--- src/rtl/audio_codec_touch_digitizer_defines.svh ---
// Assertion macros shared by the digitizer RTL.
`ifndef AUDIO_CODEC_TOUCH_DIGITIZER_DEFINES_SVH
`define AUDIO_CODEC_TOUCH_DIGITIZER_DEFINES_SVH

// Property checked on every rising clock edge outside reset.
`define ACTD_ASSERT(lbl, prop, msg) \
  lbl: assert property (@(posedge clk_i) disable iff (!rst_ni) prop) else $error(msg);

// Condition that must never hold outside reset.
`define ACTD_NEVER(lbl, cond, msg) \
  lbl: assert property (@(posedge clk_i) disable iff (!rst_ni) !(cond)) else $error(msg);

`endif

--- src/rtl/actd_pkg.sv ---
// Shared constants, codes and types of the codec touch digitizer.
package actd_pkg;

  localparam logic [2:0] OpRead  = 3'd0;
  localparam logic [2:0] OpWrite = 3'd1;
  localparam logic [2:0] OpTick  = 3'd2;
  localparam logic [2:0] OpPen   = 3'd3;
  localparam logic [2:0] OpAux   = 3'd4;

  localparam logic [6:0] AddrReset   = 7'h00;
  localparam logic [6:0] AddrRecSel  = 7'h1a;
  localparam logic [6:0] AddrGpr     = 7'h20;
  localparam logic [6:0] AddrPwrDn   = 7'h26;
  localparam logic [6:0] AddrExtAud  = 7'h2a;
  localparam logic [6:0] AddrDacRate = 7'h2c;
  localparam logic [6:0] AddrAdcRate = 7'h32;
  localparam logic [6:0] AddrMixMute = 7'h5a;
  localparam logic [6:0] AddrFuncCtl = 7'h5c;
  localparam logic [6:0] AddrExtraFn = 7'h74;
  localparam logic [6:0] AddrDig0    = 7'h76;
  localparam logic [6:0] AddrDig1    = 7'h78;
  localparam logic [6:0] AddrResult  = 7'h7a;
  localparam logic [6:0] AddrId1     = 7'h7c;
  localparam logic [6:0] AddrId2     = 7'h7e;

  localparam logic [15:0] ResetId   = 16'h6150;
  localparam logic [15:0] VendorId1 = 16'h574D;
  localparam logic [15:0] VendorId2 = 16'h4C05;

  // The level (mv*4095+1650)/3300 equals ((mv*273+110)/4)/55. The division by
  // 55 is a multiply by ceil(2^24/55) followed by a 24-bit shift.
  localparam logic [12:0] AuxFullMv  = 13'd3300;
  localparam logic [8:0]  AuxScale   = 9'd273;
  localparam logic [19:0] AuxRound   = 20'd110;
  localparam logic [18:0] AuxRecip   = 19'd305041;
  localparam int unsigned DivSteps   = 1;
  localparam int unsigned DivCntW    = 1;

  typedef struct packed {
    logic capture;
    logic div_start;
    logic div_step;
    logic commit;
  } actd_cmd_t;

  typedef struct packed {
    logic need_div;
  } actd_status_t;

  // Volume bank index for a codec address; valid flag in the top bit.
  function automatic logic [4:0] vol_index(input logic [6:0] a);
    logic [4:0] r;
    unique case (a)
      7'h02:   r = {1'b1, 4'd0};
      7'h04:   r = {1'b1, 4'd1};
      7'h06:   r = {1'b1, 4'd2};
      7'h0a:   r = {1'b1, 4'd3};
      7'h0c:   r = {1'b1, 4'd4};
      7'h0e:   r = {1'b1, 4'd5};
      7'h10:   r = {1'b1, 4'd6};
      7'h12:   r = {1'b1, 4'd7};
      7'h14:   r = {1'b1, 4'd8};
      7'h16:   r = {1'b1, 4'd9};
      7'h18:   r = {1'b1, 4'd10};
      7'h1c:   r = {1'b1, 4'd11};
      default: r = 5'd0;
    endcase
    return r;
  endfunction

  function automatic logic [15:0] vol_reset(input int unsigned i);
    logic [15:0] r;
    if (i < 4 || i == 11) r = 16'h8000;
    else if (i < 6) r = 16'h8008;
    else r = 16'h8808;
    return r;
  endfunction

endpackage

--- src/rtl/audio_codec_touch_digitizer.sv ---
// Top level of the codec register file and touch digitizer.
// Each transaction passes through capture, prep and exec states; an in-range aux update
// also passes a divide state, whose reciprocal multiply follows the registered scaled
// numerator. A new transaction is taken only after the previous one has committed.
// A finished result waits in the output register while the next transaction is taken.
// Reset (rst_ni low, asynchronous) restores all codec registers to their defaults.
module audio_codec_touch_digitizer import actd_pkg::*; (
  input  logic               clk_i,
  input  logic               rst_ni,
  input  logic               in_valid_i,
  output logic               in_ready_o,
  input  logic [2:0]         operation_i,
  input  logic [6:0]         reg_addr_i,
  input  logic [15:0]        write_data_i,
  input  logic signed [15:0] pen_x_i,
  input  logic signed [15:0] pen_y_i,
  input  logic signed [15:0] pen_press_i,
  input  logic [1:0]         aux_pin_i,
  input  logic [15:0]        aux_millivolts_i,
  output logic               out_valid_o,
  input  logic               out_ready_i,
  output logic               access_ok_o,
  output logic [15:0]        read_data_o,
  output logic               slot_valid_o,
  output logic [15:0]        slot_data_o
);

  // The controller sequences each transaction: capture, optional divide,
  // then a single commit cycle that updates state and loads the result.
  // The commit waits while the previous result is still held unaccepted.
  actd_cmd_t    cmd;
  actd_status_t status;

  actd_ctrl u_ctrl (
    .clk_i       (clk_i),
    .rst_ni      (rst_ni),
    .in_valid_i  (in_valid_i),
    .in_ready_o  (in_ready_o),
    .out_valid_o (out_valid_o),
    .out_ready_i (out_ready_i),
    .status_i    (status),
    .cmd_o       (cmd)
  );

  // The datapath holds every codec register and the digitizer state.
  actd_datapath u_datapath (
    .clk_i            (clk_i),
    .rst_ni           (rst_ni),
    .cmd_i            (cmd),
    .status_o         (status),
    .operation_i      (operation_i),
    .reg_addr_i       (reg_addr_i),
    .write_data_i     (write_data_i),
    .pen_x_i          (pen_x_i),
    .pen_y_i          (pen_y_i),
    .pen_press_i      (pen_press_i),
    .aux_pin_i        (aux_pin_i),
    .aux_millivolts_i (aux_millivolts_i),
    .access_ok_o      (access_ok_o),
    .read_data_o      (read_data_o),
    .slot_valid_o     (slot_valid_o),
    .slot_data_o      (slot_data_o)
  );

endmodule

--- src/rtl/actd_ctrl.sv ---
// Sequencing state machine of the codec touch digitizer.
module actd_ctrl import actd_pkg::*; (
  input  logic         clk_i,
  input  logic         rst_ni,
  input  logic         in_valid_i,
  output logic         in_ready_o,
  output logic         out_valid_o,
  input  logic         out_ready_i,
  input  actd_status_t status_i,
  output actd_cmd_t    cmd_o
);
`include "audio_codec_touch_digitizer_defines.svh"

  localparam logic [1:0] StIdle = 2'd0;
  localparam logic [1:0] StPrep = 2'd1;
  localparam logic [1:0] StDiv  = 2'd2;
  localparam logic [1:0] StExec = 2'd3;

  logic [1:0]         state_q, state_d;
  logic [DivCntW-1:0] cnt_q, cnt_d;
  logic               out_valid_q, out_valid_d;
  logic               slot_free;

  assign slot_free   = !out_valid_q || out_ready_i;
  assign in_ready_o  = (state_q == StIdle);
  assign out_valid_o = out_valid_q;

  always_comb begin
    state_d     = state_q;
    cnt_d       = cnt_q;
    out_valid_d = out_valid_q && !out_ready_i;
    cmd_o       = '0;
    unique case (state_q)
      StIdle: begin
        if (in_valid_i) begin
          cmd_o.capture = 1'b1;
          state_d       = StPrep;
        end
      end
      StPrep: begin
        if (status_i.need_div) begin
          cmd_o.div_start = 1'b1;
          cnt_d           = DivCntW'(DivSteps);
          state_d         = StDiv;
        end else begin
          state_d = StExec;
        end
      end
      StDiv: begin
        cmd_o.div_step = 1'b1;
        cnt_d          = cnt_q - 1'b1;
        if (cnt_q == DivCntW'(1)) state_d = StExec;
      end
      StExec: begin
        if (slot_free) begin
          cmd_o.commit = 1'b1;
          out_valid_d  = 1'b1;
          state_d      = StIdle;
        end
      end
      default: state_d = StIdle;
    endcase
  end

  always_ff @(posedge clk_i or negedge rst_ni) begin
    if (!rst_ni) begin
      state_q     <= StIdle;
      cnt_q       <= '0;
      out_valid_q <= 1'b0;
    end else begin
      state_q     <= state_d;
      cnt_q       <= cnt_d;
      out_valid_q <= out_valid_d;
    end
  end

  `ACTD_ASSERT(a_accept_leaves_idle, in_valid_i && in_ready_o |=> state_q == StPrep, "accept not followed by prep")
  `ACTD_NEVER(a_div_cnt_outside_div, cnt_q != '0 && state_q != StDiv, "divider count outside divide")
  `ACTD_NEVER(a_commit_overwrites, cmd_o.commit && out_valid_q && !out_ready_i, "result overwritten")

endmodule

--- src/rtl/actd_datapath.sv ---
// Register file, digitizer sequencing data, aux level scaler and result registers.
module actd_datapath import actd_pkg::*; (
  input  logic               clk_i,
  input  logic               rst_ni,
  input  actd_cmd_t          cmd_i,
  output actd_status_t       status_o,
  input  logic [2:0]         operation_i,
  input  logic [6:0]         reg_addr_i,
  input  logic [15:0]        write_data_i,
  input  logic signed [15:0] pen_x_i,
  input  logic signed [15:0] pen_y_i,
  input  logic signed [15:0] pen_press_i,
  input  logic [1:0]         aux_pin_i,
  input  logic [15:0]        aux_millivolts_i,
  output logic               access_ok_o,
  output logic [15:0]        read_data_o,
  output logic               slot_valid_o,
  output logic [15:0]        slot_data_o
);

  // Captured transaction.
  logic [2:0]  op_q;
  logic [6:0]  addr_q;
  logic [15:0] wdata_q, px_q, py_q, pp_q, mv_q;
  logic [1:0]  pin_q;

  // Codec and digitizer state.
  logic [15:0] vol_q [12];
  logic [15:0] rec_q, gpr_q, pwr_q, ext_q, dac_q, adc_q, mix_q, fn_q, xfn_q;
  logic [15:0] d0_q, d1_q, res_q, pw0_q, pw1_q;
  logic [11:0] aux_q [4];
  logic [11:0] coord_q [3];
  logic        touch_q, unread_q;
  logic [1:0]  pcnt_q;

  // Aux level scaler: scaled numerator registered, then a reciprocal multiply.
  logic [17:0] n_q;
  logic [11:0] quo_q;
  logic [19:0] num;
  logic [35:0] prod;

  logic        ok_q, sv_q;
  logic [15:0] rd_q, sd_q;

  assign status_o.need_div = (op_q == OpAux) && (mv_q <= 16'(AuxFullMv));

  assign num  = 20'(mv_q[11:0]) * 20'(AuxScale) + AuxRound;
  assign prod = {18'd0, n_q} * {17'd0, AuxRecip};

  function automatic logic [15:0] reading(input logic [2:0] src, input logic touch,
                                          input logic [11:0] c0, input logic [11:0] c1,
                                          input logic [11:0] c2, input logic [11:0] a0,
                                          input logic [11:0] a1, input logic [11:0] a2,
                                          input logic [11:0] a3);
    logic [11:0] v;
    case (src)
      3'd1:    v = c0;
      3'd2:    v = c1;
      3'd3:    v = c2;
      3'd4:    v = a0;
      3'd5:    v = a1;
      3'd6:    v = a2;
      3'd7:    v = a3;
      default: v = 12'd0;
    endcase
    return {touch, src, v};
  endfunction

  logic [4:0]  vidx;
  logic        rw_hit, ok, sv, have, slot, blocked, take;
  logic [15:0] rw_val, rd, sd, w, y;
  logic [2:0]  taddr;

  assign vidx = vol_index(addr_q);

  always_comb begin
    rw_hit = 1'b1;
    rw_val = 16'd0;
    if (vidx[4]) begin
      rw_val = vol_q[vidx[3:0]];
    end else begin
      unique case (addr_q)
        AddrRecSel:  rw_val = rec_q;
        AddrGpr:     rw_val = gpr_q;
        AddrPwrDn:   rw_val = pwr_q;
        AddrExtAud:  rw_val = ext_q;
        AddrDacRate: rw_val = dac_q;
        AddrAdcRate: rw_val = adc_q;
        AddrMixMute: rw_val = mix_q;
        AddrFuncCtl: rw_val = fn_q;
        AddrExtraFn: rw_val = xfn_q;
        AddrDig0:    rw_val = d0_q;
        AddrDig1:    rw_val = d1_q;
        default:     rw_hit = 1'b0;
      endcase
    end
  end

  // Read result and tick decision for the captured transaction.
  always_comb begin
    ok      = 1'b0;
    rd      = 16'd0;
    if (op_q == OpRead) begin
      if (rw_hit) begin
        ok = 1'b1;
        rd = rw_val;
      end else begin
        unique case (addr_q)
          AddrReset:  begin ok = 1'b1; rd = ResetId;   end
          AddrResult: begin ok = 1'b1; rd = res_q;     end
          AddrId1:    begin ok = 1'b1; rd = VendorId1; end
          AddrId2:    begin ok = 1'b1; rd = VendorId2; end
          default:    ok = 1'b0;
        endcase
      end
    end else if (op_q == OpWrite) begin
      ok = rw_hit;
    end
    slot    = d0_q[3];
    blocked = (!slot && unread_q && d1_q[8]) || (slot && (d0_q[2:0] != 3'd0));
    taddr   = d0_q[14:12];
    take    = (op_q == OpTick) && !blocked && (pcnt_q == 2'd0) &&
              (d0_q[15] || touch_q || !d1_q[12]);
    have    = (op_q == OpTick) && !blocked && ((pcnt_q != 2'd0) || take);
    y       = reading(3'd2, touch_q, coord_q[0], coord_q[1], coord_q[2],
                      aux_q[0], aux_q[1], aux_q[2], aux_q[3]);
    if (pcnt_q != 2'd0) w = (pcnt_q >= 2'd2) ? pw0_q : pw1_q;
    else if (d0_q[11]) w = reading(3'd1, touch_q, coord_q[0], coord_q[1], coord_q[2],
                                   aux_q[0], aux_q[1], aux_q[2], aux_q[3]);
    else w = reading(taddr, touch_q, coord_q[0], coord_q[1], coord_q[2],
                     aux_q[0], aux_q[1], aux_q[2], aux_q[3]);
    sv = have && slot;
    sd = sv ? w : 16'd0;
  end

  always_ff @(posedge clk_i) begin
    if (cmd_i.capture) begin
      op_q    <= operation_i;
      addr_q  <= reg_addr_i;
      wdata_q <= write_data_i;
      px_q    <= pen_x_i;
      py_q    <= pen_y_i;
      pp_q    <= pen_press_i;
      pin_q   <= aux_pin_i;
      mv_q    <= aux_millivolts_i;
    end
    if (cmd_i.div_start) begin
      n_q   <= num[19:2];
    end else if (cmd_i.div_step) begin
      quo_q <= prod[35:24];
    end
    if (cmd_i.commit) begin
      ok_q <= ok;
      rd_q <= rd;
      sv_q <= sv;
      sd_q <= sd;
    end
  end

  always_ff @(posedge clk_i or negedge rst_ni) begin
    if (!rst_ni) begin
      for (int i = 0; i < 12; i++) vol_q[i] <= vol_reset(i);
      rec_q <= '0; gpr_q <= '0; pwr_q <= 16'h000f; ext_q <= '0;
      dac_q <= 16'hbb80; adc_q <= 16'hbb80; mix_q <= '0; fn_q <= '0; xfn_q <= '0;
      d0_q <= '0; d1_q <= '0; res_q <= '0; pw0_q <= '0; pw1_q <= '0;
      for (int i = 0; i < 4; i++) aux_q[i] <= '0;
      for (int i = 0; i < 3; i++) coord_q[i] <= '0;
      touch_q <= 1'b0; unread_q <= 1'b0; pcnt_q <= '0;
    end else if (cmd_i.commit) begin
      if (op_q == OpWrite && rw_hit) begin
        if (vidx[4]) begin
          vol_q[vidx[3:0]] <= wdata_q;
        end else begin
          unique case (addr_q)
            AddrRecSel:  rec_q <= wdata_q;
            AddrGpr:     gpr_q <= wdata_q;
            AddrPwrDn:   pwr_q <= wdata_q;
            AddrExtAud:  ext_q <= wdata_q;
            AddrDacRate: dac_q <= wdata_q;
            AddrAdcRate: adc_q <= wdata_q;
            AddrMixMute: mix_q <= wdata_q;
            AddrFuncCtl: fn_q  <= wdata_q;
            AddrExtraFn: xfn_q <= wdata_q;
            AddrDig0:    d0_q  <= wdata_q;
            AddrDig1:    d1_q  <= wdata_q;
            default:     ;
          endcase
        end
      end
      if (op_q == OpRead && addr_q == AddrResult) unread_q <= 1'b0;
      if (op_q == OpPen) begin
        touch_q <= !px_q[15] && !py_q[15] && !pp_q[15];
        if (!px_q[15] && !py_q[15] && !pp_q[15]) begin
          coord_q[0] <= px_q[11:0];
          coord_q[1] <= py_q[11:0];
          coord_q[2] <= pp_q[11:0];
        end
      end
      if (op_q == OpAux) begin
        aux_q[pin_q] <= (mv_q > 16'(AuxFullMv)) ? 12'hfff : quo_q;
      end
      if (have) begin
        if (pcnt_q != 2'd0) begin
          pcnt_q <= (pcnt_q >= 2'd2) ? 2'd1 : 2'd0;
        end else begin
          d0_q <= d0_q & 16'h7fff;
          if (d0_q[11]) begin
            if (taddr != 3'd0) begin
              pw0_q  <= y;
              pw1_q  <= reading(taddr, touch_q, coord_q[0], coord_q[1], coord_q[2],
                                aux_q[0], aux_q[1], aux_q[2], aux_q[3]);
              pcnt_q <= 2'd2;
            end else begin
              pw1_q  <= y;
              pcnt_q <= 2'd1;
            end
          end
        end
        if (!slot) begin
          res_q    <= w;
          unread_q <= 1'b1;
        end
      end
    end
  end

  assign access_ok_o  = ok_q;
  assign read_data_o  = rd_q;
  assign slot_valid_o = sv_q;
  assign slot_data_o  = sd_q;

endmodule

--- config.mk ---
export PLATFORM = sky130hd
export DESIGN_NAME = audio_codec_touch_digitizer
export DESIGN_NICKNAME = d
export VERILOG_FILES = /design/src/rtl/actd_pkg.sv /design/src/rtl/audio_codec_touch_digitizer.sv /design/src/rtl/actd_ctrl.sv /design/src/rtl/actd_datapath.sv
export VERILOG_INCLUDE_DIRS = /design/src /design/src/rtl
export SDC_FILE = /design/constraint.sdc
export NUM_CORES = 1
export LEC_CHECK = 0
export BUFFER_PORTS_ARGS = -buffer_cell sky130_fd_sc_hd__buf_2
export CAP_MARGIN = 20
export CORE_UTILIZATION = 40
export DETAILED_ROUTE_END_ITERATION = 16
export PLACE_DENSITY_LB_ADDON = 0.05
export SYNTH_ARGS = -nofsm -noshare
export SYNTH_HDL_FRONTEND = slang
export SYNTH_SLANG_ARGS = --single-unit
--- constraint.sdc ---
create_clock -name clk_i -period 6.4 [get_ports clk_i]
set_clock_uncertainty 0.2 [all_clocks]
set_input_delay 0 -clock clk_i [delete_from_list [all_inputs] [get_ports clk_i]]
set_output_delay 0 -clock clk_i [all_outputs]
set_load 0.02 [all_outputs]
# ---- Yosys cells after proc, flatten, opt, wreduce, memory -nomap -nowiden
# Memory sizes are Yosys's and may differ from the RTL's. A register that Yosys moved wholly into a read port is not among the register bits.
# Index checks and enable logic that the tools add are counted.
# W data, S select, Z words.
dict set report word_totals {
  ff_bits 662
  output_inout_bits 36
  inputBits 96
  n_memories 1
  word_cells 223
  romBits 160
}
# memory words width rd rd_clocked_by_memory_dff wr line_no
set memory_table {}
lappend memory_table {{(name not given)} 32 5 1 1 0 actd_pkg.sv:53} ;# unique case (a)
dict set report op_classes {
  n_reduce_logical 63
  magnitude_cmp 7
  mul 2
  n_bitwise 6
  addsub 2
  eq_ne 33
  n_mux 55
}
# operator n
set op_table {}
lappend op_table {{$bwmux W192} 1}
lappend op_table {{$mux W16} 12}
lappend op_table {{$pmux W16 S11} 1}
lappend op_table {{$pmux W12 S7} 1}
lappend op_table {{$bmux W16 S4} 1}
lappend op_table {{$demux W16 S4} 1}
lappend op_table {{$pmux W16 S4} 1}
lappend op_table {{$eq A7 B7 Y1 const B} 8}
lappend op_table {{$bwmux W48} 1}
lappend op_table {{$reduce_and A4 Y1} 11}
lappend op_table {{$mul A18 B19 Y36 const B} 1}
lappend op_table {{$eq A7 B6 Y1 const B} 5}
lappend op_table {{$mux W15} 2}
lappend op_table {{$demux W12 S2} 1}
lappend op_table {{$mux W12} 2}
lappend op_table {{$mux W1} 21}
lappend op_table {{$add A20 B7 Y20 const B} 1}
lappend op_table {{$mul A12 B9 Y20 const B} 1}
lappend op_table {{$gt A16 B12 Y1 const B} 1}
lappend op_table {{$le A16 B12 Y1 const B} 1}
lappend op_table {{$logic_and A1 B1 Y1} 16}
lappend op_table {{$eq A3 B3 Y1 const B} 5}
lappend op_table {{$reduce_and A3 Y1} 5}
lappend op_table {{$eq A3 B2 Y1 const B} 4}
lappend op_table {{other kinds (30)} 64}

# ---- Longest topological paths before layout
# Gate-level depths: netlist of the first run.
dict set report logic_depth {
  ltp_word 12
  depth_mapped 20
  depth_no_buf 20
}

# ---- By module
# Synthesis of the first run repeated with hierarchy kept, for this count alone.
dict set report unflattened {
  cells_unflattened 2855
  hier_area_um2 35022.3
}
# module cells_each area_each_um2 n_inst seq_area_each_um2
set by_module_without_submodules {}
lappend by_module_without_submodules {actd_datapath 2827 34737.1 1 17128.9}
lappend by_module_without_submodules {actd_ctrl 28 285.3 1 100.1}

# ---- Least setup slack after synthesis of the first run
# No wires, ideal clock.
dict set report synth_timing {
  path_kind {register to register}
  startpoint {register u_datapath.n_q[7]}
  endpoint {register u_datapath.quo_q[10] (data pin)}
  t_required_ns 6.005
  period_less_slack_ns 5.484
  arrival_time_ns 5.089
  n_path_buf 0
  setup_time_ns 0.195
  path_stages_with_launch 19
  setup_slack_ns 0.916
  cell_sequence {edfxtp_1 > fa_1 > xor2_1 > ha_1 > a21o_1 > ha_1 > fa_1 > fa_1 > inv_1 > fa_1 > inv_1 > ha_1 > nand2_1 > o22ai_1 > nor3b_1 > a211oi_1 > nor3_1 > a21oi_1 > o311ai_0}
}
dict set report synth_via {
  elab_chain_cells 1
}
# element line_no
set synth_rtl {}
lappend synth_rtl {{start: declaration} actd_datapath.sv:37} ;# logic [17:0] n_q;
lappend synth_rtl {{start signal: assignment} actd_datapath.sv:148} ;# n_q <= num[19:2];
lappend synth_rtl {{$mul A18 B19 Y36} actd_datapath.sv:48} ;# assign prod = {18'd0, n_q} * {17'd0, AuxRecip};
lappend synth_rtl {{named net u_datapath.prod[34]} actd_datapath.sv:40} ;# logic [35:0] prod;
lappend synth_rtl {{end signal: assignment} actd_datapath.sv:150} ;# quo_q <= prod[35:24];
lappend synth_rtl {{end: declaration} actd_datapath.sv:38} ;# logic [11:0] quo_q;
# The timed path passes the listed nets, and every way through them passes these cells.
# A chain may end at the register's enable or synchronous reset.

# ---- Worst setup path in the final report of the first run
dict set report layout_timing {
  startpoint {register u_datapath.n_q[8]}
  endpoint {register u_datapath.quo_q[10] (data pin)}
}
# Same word-level chain as after synthesis.

==> results.cfg, run 1 <==
[run_status]
status = completed

[place]
gp_congestion = 0.883
port_buffers = 122
dp_hpwl_mm = 67.3
dpl_cell_area_um2 = 37200
dp.cells = 3988

[timing]
post-route-min-period_ps = 6030
relSlewSlack_pct = 22.2
setup_violations = 0
finalHoldViolations = 0
finalCritPeriodShare_pct = 94.2
fmax_mhz = 166
tightest_slew_ps = 1160
rsz0062_at_grt = no
finalMaxSlewViolations = 0
tns_ps = 0

[setup_path]
critPathKind = register to register
worst_r2r_endpoint = u_datapath.quo_q[10]$_DFFE_PP_
cp.arrival_ps = 6260
path_max_fanout = 9
start_kind = register
r2r_cells = 19
required_ps = 6620
rrSetupSlack_ps = 370
r2r_start = u_datapath.n_q[8]$_DFFE_PP_
crit_path_end_kind = register

[logic_synthesis]
yosys_warnings = 0
postSynth.asyncResetShare_pct = 76.9
synth-seq-cells = 658
synth_top_cell_by_area = dfrtp_1
synth_edf_count = 147
syn_nets = 3209
yosys_most_used_dff = dfrtp_1
synth_top_area_share_pct = 32.9
synth_area_leaders = dfrtp_1 33%, mux2_2 13%, edfxtp_1 13%
ys_seq_area_share_pct = 48.8
syn_area_per_cell_um2 = 12.6
ys_types = 82
synthCells = 2806
syn_area_um2 = 35300

[power]
leakagePower_uw = 0.0191
max-vdd-ir-drop_mv = 0.242
p_per_area_nw_per_um2 = 300

[global_routing]
grt_overflow_total = 0
grt_pass1_wl_mm = 154
grt_max_degree = 129
antenna_found_initial = 2
grt_pass1_vias = 24898
grt_usage_pct = 22.7

[clock_tree]
cts_buffer_depth = 3
clk_latency_ps = 640
cts.sinks = 658
path_clk_slew_ps = 60
htree_levels = 3
ctsRootBufferMaster = clkbuf_16
cts_buffers = 77
cts_tree = built

[floorplan]
ios = 132
die-area_um2 = 89400
rows = 108
die_h_um = 299
fp.dieW_um = 299
core-area_um2 = 87000
initial_utilization_pct = 40.5

[job]
drv_cap = 0

[final_layout]
area_growth_syn_to_layout_pct = 18.0
nets = 3489
fin_cells = 4306
mostFrequentLayoutCells = 463 x dfrtp_1, 406 x mux2_2, 213 x ha_1, 177 x inv_1, 170 x dlygate4sd3_1
mostFrequentLayoutCell = dfrtp_1
seq_area_um2 = 17200
n_fill_cell = 7882
final_util_pct = 47.8
multi_input_area_um2 = 16700
design_area_um2 = 41600
drive_above_1_share_pct = 27.6

[route]
via_per_inst = 5.45
ant_nets = 0
wl_mm = 99.4
vias = 23456
first_pass_iters = 5
wl_per_cell_um = 23.1
drc_errors = 0
drt_iter0_drc = 1509

[min_path]
min_path_cells = 4
min_from = out_ready_i
whs_endpoint = u_ctrl.out_valid_o$_DFF_PN0_
hp-class = primary input to register
cell type report:
cell class,instances,share of cell area (%)
Clock inverter,28,0.809
Sequential cell,658,41.4
Timing Repair Buffer,364,7.12
Clock buffer,115,5.47
Inverter,178,1.61
Tap cell,1155,3.47
Multi-Input combinational cell,1807,40.1
Antenna cell,1,0.00601
what timing repair did:
item | 4_1_cts | 5_1_grt
gates resized for setup | 0 | 0
setup buffers | 0 | 0
hold endpoints to repair | 486 | 0
hold buffers | 171 | 0
how the worst max path moves through the flow:
stage / end / from / depth (start not counted) / slack (ps)
4_1_cts: u_datapath.quo_q[6]$_DFFE_PP_ / u_datapath.n_q[10]$_DFFE_PP_ / 18 / 360
3_5_place_dp: u_datapath.quo_q[6]$_DFFE_PP_ / u_datapath.n_q[10]$_DFFE_PP_ / 18 / 400
5_1_grt: u_datapath.quo_q[6]$_DFFE_PP_ / u_datapath.n_q[10]$_DFFE_PP_ / 18 / 70
3_3_place_gp: u_datapath.quo_q[6]$_DFFE_PP_ / u_datapath.n_q[10]$_DFFE_PP_ / 18 / 350
2_1_floorplan: u_datapath.quo_q[10]$_DFFE_PP_ / u_datapath.n_q[7]$_DFFE_PP_ / 18 / 920
6_report: u_datapath.quo_q[10]$_DFFE_PP_ / u_datapath.n_q[8]$_DFFE_PP_ / 19 / 370
critical path, cell delays in order (launching register included):
cell and delay, ps:
edfxtp_1 650, fa_1 570, xor2_1 170, ha_1 180
a21o_1 150, ha_1 330, fa_1 500, fa_1 490
inv_1 50, fa_1 470, inv_1 40, ha_1 320
nand2_1 90, o31ai_1 270, nand4_1 160, a211oi_1 380
nor3_1 110, buf_4 180, a2111o_1 410, o311ai_0 110
flip-flops by register name, indices dropped and copies added, names as in the netlist, 14 cells and up, named ones only:
register and cells:
u_datapath.res_q 16, u_datapath.d1_q 16, u_datapath.ext_q 16, u_datapath.slot_data_o 16, u_datapath.pwr_q 16, u_datapath.pw1_q 16
u_datapath.coord_q 36, u_datapath.fn_q 16, u_datapath.wdata_q 16, u_datapath.gpr_q 16, u_datapath.xfn_q 16, u_datapath.rec_q 16
u_datapath.mv_q 16, u_datapath.read_data_o 16, u_datapath.pw0_q 14, u_datapath.d0_q 16, u_datapath.mix_q 16, u_datapath.vol_q 192
u_datapath.aux_q 48, u_datapath.dac_q 16, u_datapath.adc_q 16, u_datapath.n_q 18
power by group:
part | switching [uW] | total [uW] | internal (uW)
logic | 1500 | 2560 | 1050
registers | 510 | 5380 | 4870
clock network | 1800 | 4550 | 2750
total | 3820 | 12500 | 8670
kinds of logic after synthesis:
family	Yosys count	share of synthesized area, %
adder cells (fa/ha/maj)	307	12.9
buffers and inverters	341	4.04
multiplexers	512	18.0
AND/OR/NAND/NOR	516	7.47
XOR/XNOR	32	0.795
flip-flops	658	48.8
AO/OA/AOI/OAI	440	8.00
through the flow:
stage / setup slack, ps / total power, uW / hold slack, ps
2_1_floorplan: 916 / 6950 / -496
3_3_place_gp: 353 / 7900 / -103
3_5_place_dp: 401 / 7930 / -83.0
4_1_cts: 361 / 12600 / 56.0
5_1_grt: 66.8 / 13100 / 115
6_report: 368 / 12500 / 70.7
synth_stat cells (25+ instances only):
| cell type | instances |
|---|---|
| a21oi_1 | 157 |
| o21ai_0 | 67 |
| edfxtp_1 | 147 |
| dfrtp_1 | 464 |
| clkbuf_1 | 86 |
| buf_1 | 33 |
| fa_1 | 94 |
| dfstp_2 | 42 |
| or3_1 | 25 |
| ha_1 | 213 |
| nand3_1 | 26 |
| mux2_2 | 406 |
| a22oi_1 | 62 |
| mux4_2 | 50 |
| nor2_1 | 161 |
| and2_1 | 25 |
| inv_1 | 178 |
| nor3_1 | 28 |
| nand2_1 | 116 |
layer usage:
| metal | wire length, um | global-route usage (%) |
|---|---|---|
| met5 | 0 | 0 |
| met4 | 2900 | 7.02 |
| met3 | 3250 | 2.67 |
| met2 | 48700 | 38.2 |
| met1 | 44500 | 30.5 |
Note: power is estimated with default switching activity, not from simulation.
==> run 2: changes to the inputs <==
--- a/config.mk
+++ b/config.mk
@@ -8,6 +8,7 @@
 export LEC_CHECK = 0
 export BUFFER_PORTS_ARGS = -buffer_cell sky130_fd_sc_hd__buf_2
 export CAP_MARGIN = 20
+export CORE_MARGIN = 2
 export CORE_UTILIZATION = 40
 export DETAILED_ROUTE_END_ITERATION = 16
 export PLACE_DENSITY_LB_ADDON = 0.05
==> run 2 against run 1 <==
Register-to-register slack hardly changed. Largest power group unchanged. Highest routed layer unchanged. Combinational power hardly changed. Clock-buffer cell count is 2 higher.
==> results.cfg, run 2 (same netlist as run 1, synthesis figures left out) <==
[final_layout]
mostFrequentLayoutCells = 463 x dfrtp_1, 406 x mux2_2, 213 x ha_1, 177 x inv_1, 170 x dlygate4sd3_1
final_util_pct = 47.7
nets = 3492
num_antenna_cells = 0
mostFrequentLayoutCell = dfrtp_1
largest_registers = u_datapath.vol_q: 192 flops, u_datapath.aux_q: 48 flops, u_datapath.coord_q: 36 flops
largest-register = u_datapath.vol_q
drive_above_1_share_pct = 27.6
area_growth_syn_to_layout_pct = 17.7
design_area_um2 = 41500
largest_register_ffs = 192

[clock_tree]
cts_buffers = 79
postCtsResizedCells = 0
htree_levels = 3
ctsRootBufferMaster = clkbuf_16
cts.sinks = 658
cts_tree = built
clk_latency_ps = 640
cts_buffer_depth = 3
path_clk_slew_ps = 60

[route]
wl_mm = 100
via_per_inst = 5.42
drt_iter0_drc = 1308
ant_nets = 0
wl_per_cell_um = 23.2
first_pass_iters = 5
drc_errors = 0
vias = 23362

[run_status]
status = completed

[timing]
tightest_slew_ps = 1160
tns_ps = 0
relSlewSlack_pct = 22.5
post-route-min-period_ps = 6040
rsz0062_at_grt = no
setup_violations = 0
finalCritPeriodShare_pct = 94.4
layout_setup_ws_ps = 356
finalMaxSlewViolations = 0
fmax_mhz = 165
finalHoldViolations = 0

[floorplan]
fp.dieW_um = 301
core-area_um2 = 87000
die_h_um = 301
rows = 108
initial_utilization_pct = 40.5
die-area_um2 = 90600
ios = 132

[setup_path]
start_kind = register
cp_common_cell = fa_1
cp.arrival_ps = 6270
critical-path-top-delay-family = adder cells
path_max_fanout = 9
cp_slowest_cell = edfxtp_1
path_buf_inv = 5
crit_path_end_kind = register
required_ps = 6620
cp_cell_sequence = fa_1 > ha_1 > inv_1 > fa_1 > inv_1 > fa_1 > fa_1 > inv_1 > fa_1 > inv_1 > ha_1 > nand2_1 > o31ai_1 > nand4_1 > a211oi_1 > nor3_1 > buf_4 > a2111o_1 > o311ai_0
critPathMaxStageDelay_ps = 700
critPathKind = register to register

[power]
combPwrFrac_pct = 20.7
p_per_area_nw_per_um2 = 297
power.internal_uw = 8490
max-vdd-ir-drop_mv = 0.277
p_clk_share_pct = 35.7
pwr-share-seq_pct = 43.6
leakagePower_uw = 0.0190
switching_share_pct = 31.2
p_switching_uw = 3850

[global_routing]
grt_pass1_vias = 25066
grt_usage_pct = 22.4
grt_overflow_total = 0
grt_max_degree = 124
grt_pass1_wl_mm = 155
antenna_found_initial = 1

[job]
drv_cap = 0

[place]
port_buffers = 122
pre_cts_ws_ps = 342
dpl_cell_area_um2 = 37200
gp_congestion = 0.889
dp_hpwl_mm = 67.9

[min_path]
hp-class = primary input to register
==> run 2: timing repair <==
action,in CTS,in global routing
hold endpoints to repair,213,0
setup buffers,0,0
hold buffers,171,0
==> run 2: per-stage QoR <==
step	instances	hold WS, ps	power, uW
3_3_place_gp	3989	-23.7	7910
5_1_grt	4311	108	13000
3_5_place_dp	3990	-21.9	7960
4_1_cts	4309	65.7	12500
6_report	4311	89.0	12300
2_1_floorplan	2806	-496	6950
==> run 2: final cells by class <==
| class | instances | area (um^2) |
|---|---|---|
| Sequential cell | 658 | 17200 |
| Timing Repair Buffer | 365 | 2930 |
| Tap cell | 1155 | 1450 |
| Multi-Input combinational cell | 1807 | 16700 |
| Clock buffer | 117 | 2240 |
| Fill cell | 7888 | 45500 |
| Inverter | 178 | 671 |
| Clock inverter | 31 | 329 |
==> run 2: worst reg2reg max path: cells and delay by family (launching register included) <==
family	cells	cell delay [ps]
AOI/OAI and AO/OA	4	1110
adders and majority gates	7	3110
buffers and inverters	5	370
DFF	1	700
and+or+nand+nor	3	350
==> run 2: path summary, 6_finish.rpt <==
path                                                       start                                 to  slack [ps]  cells after the start
worst max-delay path                u_datapath.n_q[10]$_DFFE_PP_     u_datapath.quo_q[10]$_DFFE_PP_         360                     19
max in group asynchronous                                 rst_ni  u_datapath.vol_q[164]$_DFFE_PN0P_        4720                      4
min in group asynchronous                                 rst_ni   u_datapath.vol_q[43]$_DFFE_PN1P_         320                      3
worst min-delay path                                 out_ready_i       u_ctrl.out_valid_o$_DFF_PN0_          90                      4
worst max register to register      u_datapath.n_q[10]$_DFFE_PP_     u_datapath.quo_q[10]$_DFFE_PP_         360                     19
worst min register to register  u_datapath.pw0_q[13]$_DFFE_PN0P_   u_datapath.pw0_q[13]$_DFFE_PN0P_         270                      1
==> run 2: metal layers <==
metal,global-route usage [%],part of all wire [%],up-vias
met2,38.5,49,447
met4,7.14,2.9,0
met1,29.6,45,12119
met5,0,0,-
met3,2.59,3.0,136
li1,-,-,10660
==> run 2: power by group through the flow <==
stage               Sequential (uW)  Combinational (uW)  Clock (uW)
finish                         5380                2550        4410
global placement               5450                2460           0
CTS                            5390                2590        4540
detailed placement             5470                2490           0
floorplan                      5210                1730           0
global route                   5450                2840        4710
